$ cat config.mk
export PLATFORM = sky130hd
export DESIGN_NAME = chc_type_decode
export DESIGN_NICKNAME = d
export VERILOG_FILES = /design/src/rtl/chc_pkg.sv /design/src/rtl/chc_type_decode.sv
export SDC_FILE = /design/constraint.sdc
export NUM_CORES = 1
export LEC_CHECK = 0
export ABC_AREA = 1
export BUFFER_PORTS_ARGS = -buffer_cell sky130_fd_sc_hd__buf_2
export CORE_AREA = 2 2 39 41
export DETAILED_ROUTE_END_ITERATION = 6
export DIE_AREA = 0 0 41 43
export SLEW_MARGIN = 20
export SYNTH_ARGS = -nofsm -noshare
export SYNTH_HDL_FRONTEND = slang
export SYNTH_SLANG_ARGS = --single-unit
$ cat constraint.sdc
create_clock -name vclk -period 3.96
set_input_delay 1.188 -clock vclk [all_inputs]
set_output_delay 1.188 -clock vclk [all_outputs]
set_load 0.05 [all_outputs]
$ cat src/rtl/chc_pkg.sv
// Shared types, header addresses, logo table and code constants for the header checker.
package chc_pkg;

    // Input word layout, from the lowest bit up: offset, data.
    localparam int OFFSET_W  = 9;
    localparam int DATA_W    = 8;
    localparam int S_TDATA_W = 24;

    // Result field widths.
    localparam int MODE_W    = 2;
    localparam int MAPPER_W  = 4;
    localparam int ROM_KB_W  = 21;
    localparam int RAM_KB_W  = 17;
    localparam int M_TDATA_W = 56;
    localparam int RESULT_W  = 3 + MODE_W + MAPPER_W + 5 + ROM_KB_W + RAM_KB_W;

    // Header byte addresses.
    localparam logic [OFFSET_W-1:0] LOGO_FIRST   = 9'h104;
    localparam logic [OFFSET_W-1:0] LOGO_LAST    = 9'h133;
    localparam logic [OFFSET_W-1:0] SUM_FIRST    = 9'h134;
    localparam logic [OFFSET_W-1:0] SUM_LAST     = 9'h14C;
    localparam logic [OFFSET_W-1:0] CHECK_ADDR   = 9'h14D;
    localparam logic [OFFSET_W-1:0] MODE_ADDR    = 9'h143;
    localparam logic [OFFSET_W-1:0] SUPER_ADDR   = 9'h146;
    localparam logic [OFFSET_W-1:0] TYPE_ADDR    = 9'h147;
    localparam logic [OFFSET_W-1:0] ROMCODE_ADDR = 9'h148;
    localparam logic [OFFSET_W-1:0] RAMCODE_ADDR = 9'h149;

    // Flag byte values.
    localparam logic [DATA_W-1:0] COLOUR_ONLY  = 8'hC0;
    localparam logic [DATA_W-1:0] COLOUR_DUAL  = 8'h80;
    localparam logic [DATA_W-1:0] SUPER_MARK   = 8'h03;

    // Size bases in kilobytes.
    localparam logic [ROM_KB_W-1:0] ROM_BASE_KB = 21'd32;
    localparam logic [RAM_KB_W-1:0] RAM_BASE_KB = 17'd2;

    // Mode codes.
    localparam logic [MODE_W-1:0] MODE_BASE   = 2'd0;
    localparam logic [MODE_W-1:0] MODE_COLOUR = 2'd1;
    localparam logic [MODE_W-1:0] MODE_SUPER  = 2'd2;

    // Mapper codes.
    localparam logic [MAPPER_W-1:0] MAP_NONE    = 4'd0;
    localparam logic [MAPPER_W-1:0] MAP_KIND1   = 4'd1;
    localparam logic [MAPPER_W-1:0] MAP_KIND2   = 4'd2;
    localparam logic [MAPPER_W-1:0] MAP_KIND3   = 4'd3;
    localparam logic [MAPPER_W-1:0] MAP_KIND5   = 4'd4;
    localparam logic [MAPPER_W-1:0] MAP_KIND6   = 4'd5;
    localparam logic [MAPPER_W-1:0] MAP_MULTI   = 4'd6;
    localparam logic [MAPPER_W-1:0] MAP_CAMERA  = 4'd7;
    localparam logic [MAPPER_W-1:0] MAP_TAMA    = 4'd8;
    localparam logic [MAPPER_W-1:0] MAP_HU3     = 4'd9;
    localparam logic [MAPPER_W-1:0] MAP_HU1     = 4'd10;
    localparam logic [MAPPER_W-1:0] MAP_UNKNOWN = 4'd11;

    // Decoded cartridge type.
    typedef struct packed {
        logic [MAPPER_W-1:0] mapper;
        logic                has_ram;
        logic                battery_backed;
        logic                clock_fitted;
        logic                motor_fitted;
        logic                tilt_fitted;
    } cart_info_t;

    localparam int LOGO_LEN = 48;
    localparam int LOGO_IDX_W = $clog2(LOGO_LEN);

    localparam logic [DATA_W-1:0] LOGO_TABLE [0:LOGO_LEN-1] = '{
        8'hCE, 8'hED, 8'h66, 8'h66, 8'hCC, 8'h0D, 8'h00, 8'h0B,
        8'h03, 8'h73, 8'h00, 8'h83, 8'h00, 8'h0C, 8'h00, 8'h0D,
        8'h00, 8'h08, 8'h11, 8'h1F, 8'h88, 8'h89, 8'h00, 8'h0E,
        8'hDC, 8'hCC, 8'h6E, 8'hE6, 8'hDD, 8'hDD, 8'hD9, 8'h99,
        8'hBB, 8'hBB, 8'h67, 8'h63, 8'h6E, 8'h0E, 8'hEC, 8'hCC,
        8'hDD, 8'hDC, 8'h99, 8'h9F, 8'hBB, 8'hB9, 8'h33, 8'h3E
    };

endpackage

$ cat src/rtl/chc_type_decode.sv
// Decoder from the cartridge-type byte to a mapper code and feature flags.
module chc_type_decode
    import chc_pkg::*;
(
    input  logic [DATA_W-1:0] cart_type,
    output cart_info_t        info
);

    always_comb begin
        info = '{mapper: MAP_UNKNOWN, default: 1'b0};
        unique case (cart_type)
            8'h00: info.mapper = MAP_NONE;
            8'h01: info.mapper = MAP_KIND1;
            8'h02: begin info.mapper = MAP_KIND1; info.has_ram = 1'b1; end
            8'h03: begin
                info.mapper = MAP_KIND1; info.has_ram = 1'b1; info.battery_backed = 1'b1;
            end
            8'h05: info.mapper = MAP_KIND2;
            8'h06: begin info.mapper = MAP_KIND2; info.battery_backed = 1'b1; end
            8'h08: begin info.mapper = MAP_NONE; info.has_ram = 1'b1; end
            8'h09: begin
                info.mapper = MAP_NONE; info.has_ram = 1'b1; info.battery_backed = 1'b1;
            end
            8'h0B: info.mapper = MAP_MULTI;
            8'h0C: begin info.mapper = MAP_MULTI; info.has_ram = 1'b1; end
            8'h0D: begin
                info.mapper = MAP_MULTI; info.has_ram = 1'b1; info.battery_backed = 1'b1;
            end
            8'h0F: begin
                info.mapper = MAP_KIND3; info.clock_fitted = 1'b1;
                info.battery_backed = 1'b1;
            end
            8'h10: begin
                info.mapper = MAP_KIND3; info.clock_fitted = 1'b1;
                info.has_ram = 1'b1; info.battery_backed = 1'b1;
            end
            8'h11: info.mapper = MAP_KIND3;
            8'h12: begin info.mapper = MAP_KIND3; info.has_ram = 1'b1; end
            8'h13: begin
                info.mapper = MAP_KIND3; info.has_ram = 1'b1; info.battery_backed = 1'b1;
            end
            8'h19: info.mapper = MAP_KIND5;
            8'h1A: begin info.mapper = MAP_KIND5; info.has_ram = 1'b1; end
            8'h1B: begin
                info.mapper = MAP_KIND5; info.has_ram = 1'b1; info.battery_backed = 1'b1;
            end
            8'h1C: begin info.mapper = MAP_KIND5; info.motor_fitted = 1'b1; end
            8'h1D: begin
                info.mapper = MAP_KIND5; info.motor_fitted = 1'b1; info.has_ram = 1'b1;
            end
            8'h1E: begin
                info.mapper = MAP_KIND5; info.motor_fitted = 1'b1;
                info.has_ram = 1'b1; info.battery_backed = 1'b1;
            end
            8'h20: info.mapper = MAP_KIND6;
            // The tilt-sensor cartridge uses the fifth mapper kind with every feature but the clock.
            8'h22: begin
                info.mapper = MAP_KIND5; info.tilt_fitted = 1'b1; info.motor_fitted = 1'b1;
                info.has_ram = 1'b1; info.battery_backed = 1'b1;
            end
            8'hFC: info.mapper = MAP_CAMERA;
            8'hFD: info.mapper = MAP_TAMA;
            8'hFE: info.mapper = MAP_HU3;
            8'hFF: begin
                info.mapper = MAP_HU1; info.has_ram = 1'b1; info.battery_backed = 1'b1;
            end
            default: info = '{mapper: MAP_UNKNOWN, default: 1'b0};
        endcase
    end

endmodule

==> flow_summary_export.csv <==
group,metric,value,unit
timing,layout_min_cycle_time,3.50,ns
drt,dr.first_iter.drc_count,9,
timing,tns,0,ns
power,ir_drop,0.0421,mV
timing,worst_slew_pin_slew,0.249,ns
drt,viasPerCell,4.98,
synth,yosysMostFrequentCell,"nand2_1",
power,p_seq_frac,0,
clock_tree,cts_hold_repair.buffers,0,
hold_path,worst_hold_path.num_cells,4,
timing,fmax,0.286,GHz
clock_tree,cts_setup_buffers,0,
worst_setup_path,required,2.77,ns
power,power.switching,39.3,uW
synth,yosys_warnings,0,
layout,final_util,0.448,
worst_setup_path,cp-start-kind,"input port",
power,clkPwrFrac,0,
place,place_area,619,um^2
synth,synth_cell_type_count,21,
layout,fin_area,619,um^2
timing,post-route-period-util,0.884,
die,die_h,43,um
synth,synth_area,514,um^2
synth,ys_seq_area_frac,0,
worst_setup_path,crit_arrival,2.31,ns
layout,nets,124,
layout,area_growth,20.4,%
die,io_pins,17,
worst_setup_path,crit_path_start,"cart_type[7]",
worst_setup_path,path_max_fanout,6,
grt,grt_pass1_wl,2.26,mm
worst_setup_path,path_cells,"buf_2, nor2_2, nand2_4, nor2_2, nand2_1, o21ai_0, nor3_1, nand2_1, buf_2",
drt,postRouteAntennaNets,0,
synth,syn-num-nets,105,
layout,seq_cells,0,
grt,first_global_vias,578,
drt,vias,647,
die,dieArea,0.00176,mm^2
drt,firstDrtPassIters,4,
power,netSwitchingFraction,0.736,
worst_setup_path,critPathSlowestCell,"buf_2",
place,io_buffers,17,
hold_path,hold_class,"input port to primary output",
synth,yosysTopAreaCell,"nand2_1",
clock_tree,cts_resized,0,
drt,wire_per_inst,10.1,um
worst_setup_path,setup.worst_path.class,"input port to primary output",
timing,setup_viol,0,
die,die_w,41,um
power,p_comb_frac,1.000,
die,coreArea,0.00138,mm^2
drt,totalWireLength,1.31,mm
worst_setup_path,end_kind,"primary output",
outcome,outcome,"complete, no violations",
grt,antenna_found_initial,0,
drt,drc,0,
power,power_leakage,0.000380,uW
layout,nClkBuffers,0,
power,internal-power,14.1,uW
grt,track_usage,0.171,
die,initial_core_util,0.372,
timing,rsz0062_at_grt,"no",
timing,hold_viol,0,
grt,grt_max_degree,8,
layout,fill_cells,159,
power,powerDensity,86.2,mW/mm^2
run,maxCapViolations,0,
place,dpl.hpwl,1.16,mm
place,routabilityCongestion,0.862,
grt,grt_overflow,0,
synth,synthCells,97,
synth,synth_top_cell_area_share,0.182,
hold_path,hold_path_end,"info[4]",
timing,slew_viol_final,0,
place,pre_cts_ws,0.469,ns
hold_path,hp-start,"cart_type[1]",
timing,slew_headroom,0.835,
die,rows,14,
synth,synthTopCellsByCount,"nand2_1, nor2_1, nand2_2",
layout,register_area,0,um^2
layout,drive_gt1_frac,0.456,
synth,synth_area_leaders,"nand2_1, nand2_2, nor2_1",
timing,setup_slack,0.461,ns
synth,avgSynthCellArea,5.30,um^2
worst_setup_path,slowest_delay,0.25,ns
layout,n_antenna_cell,0,
-- layout make-up --
class | instances | area (um^2) | share of cell area
repair buffers | 17 | 85.1 | 0.137
inverters | 14 | 56.3 | 0.0909
multi-input cells | 83 | 458 | 0.739
well taps | 16 | 20.0 | 0.0323
-- metal layers --
layer  track usage  share of wire  vias to the layer above
met1         0.231           0.45                      291
li1              -              -                      344
met2         0.306           0.51                       12
met4             0              0                        0
met3             0          0.033                        0
met5             0              0                        -
-- worst max path at each step --
| stage | endpoint | slack [ns] | cells past startpoint |
|---|---|---|---|
| after floorplan | info[5] | 0.55 | 7 |
| after global placement | info[6] | 0.46 | 9 |
| after detailed placement | info[6] | 0.47 | 9 |
| after CTS | info[6] | 0.47 | 9 |
| after global routing | info[6] | 0.30 | 9 |
| final | info[6] | 0.46 | 9 |
-- cell usage in the layout (no fill, tap or decap), drive strengths merged --
cell	n
o22ai	1
o211ai	2
buf	17
inv	13
clkinv	1
nand3	11
nand2	38
o21bai	1
a21oi	3
o21ai	1
nor2	22
nor3	2
nand4	2
-- per-stage QoR --
| step | total power, uW | std cells | hold WS, ns |
|---|---|---|---|
| after floorplan | 37.9 | 97 | 2.74 |
| after global placement | 53.4 | 130 | 2.88 |
| after detailed placement | 53.4 | 130 | 2.89 |
| after CTS | 53.5 | 130 | 2.89 |
| after global routing | 58.3 | 130 | 2.91 |
| final | 53.4 | 130 | 2.89 |
-- critical path, delay by kind of cell --
| kind | cells | cell delay [ns] |
|---|---|---|
| AOI/OAI and AO/OA | 1 | 0.08 |
| buffers and inverters | 2 | 0.37 |
| and+or+nand+nor | 6 | 0.66 |
-- kinds of logic after synthesis --
group	synth area share
AND/OR/NAND/NOR	0.788
AO/OA/AOI/OAI	0.102
buffers and inverters	0.110
-- power groups by stage --
stage / clock (uW) / sequential [uW] / combinational [uW]
finish: 0 / 0 / 53.4
CTS: 0 / 0 / 53.5
detailed placement: 0 / 0 / 53.4
global route: 0 / 0 / 58.3
floorplan: 0 / 0 / 37.9
global placement: 0 / 0 / 53.4
Power figures use the tool's default switching activity.
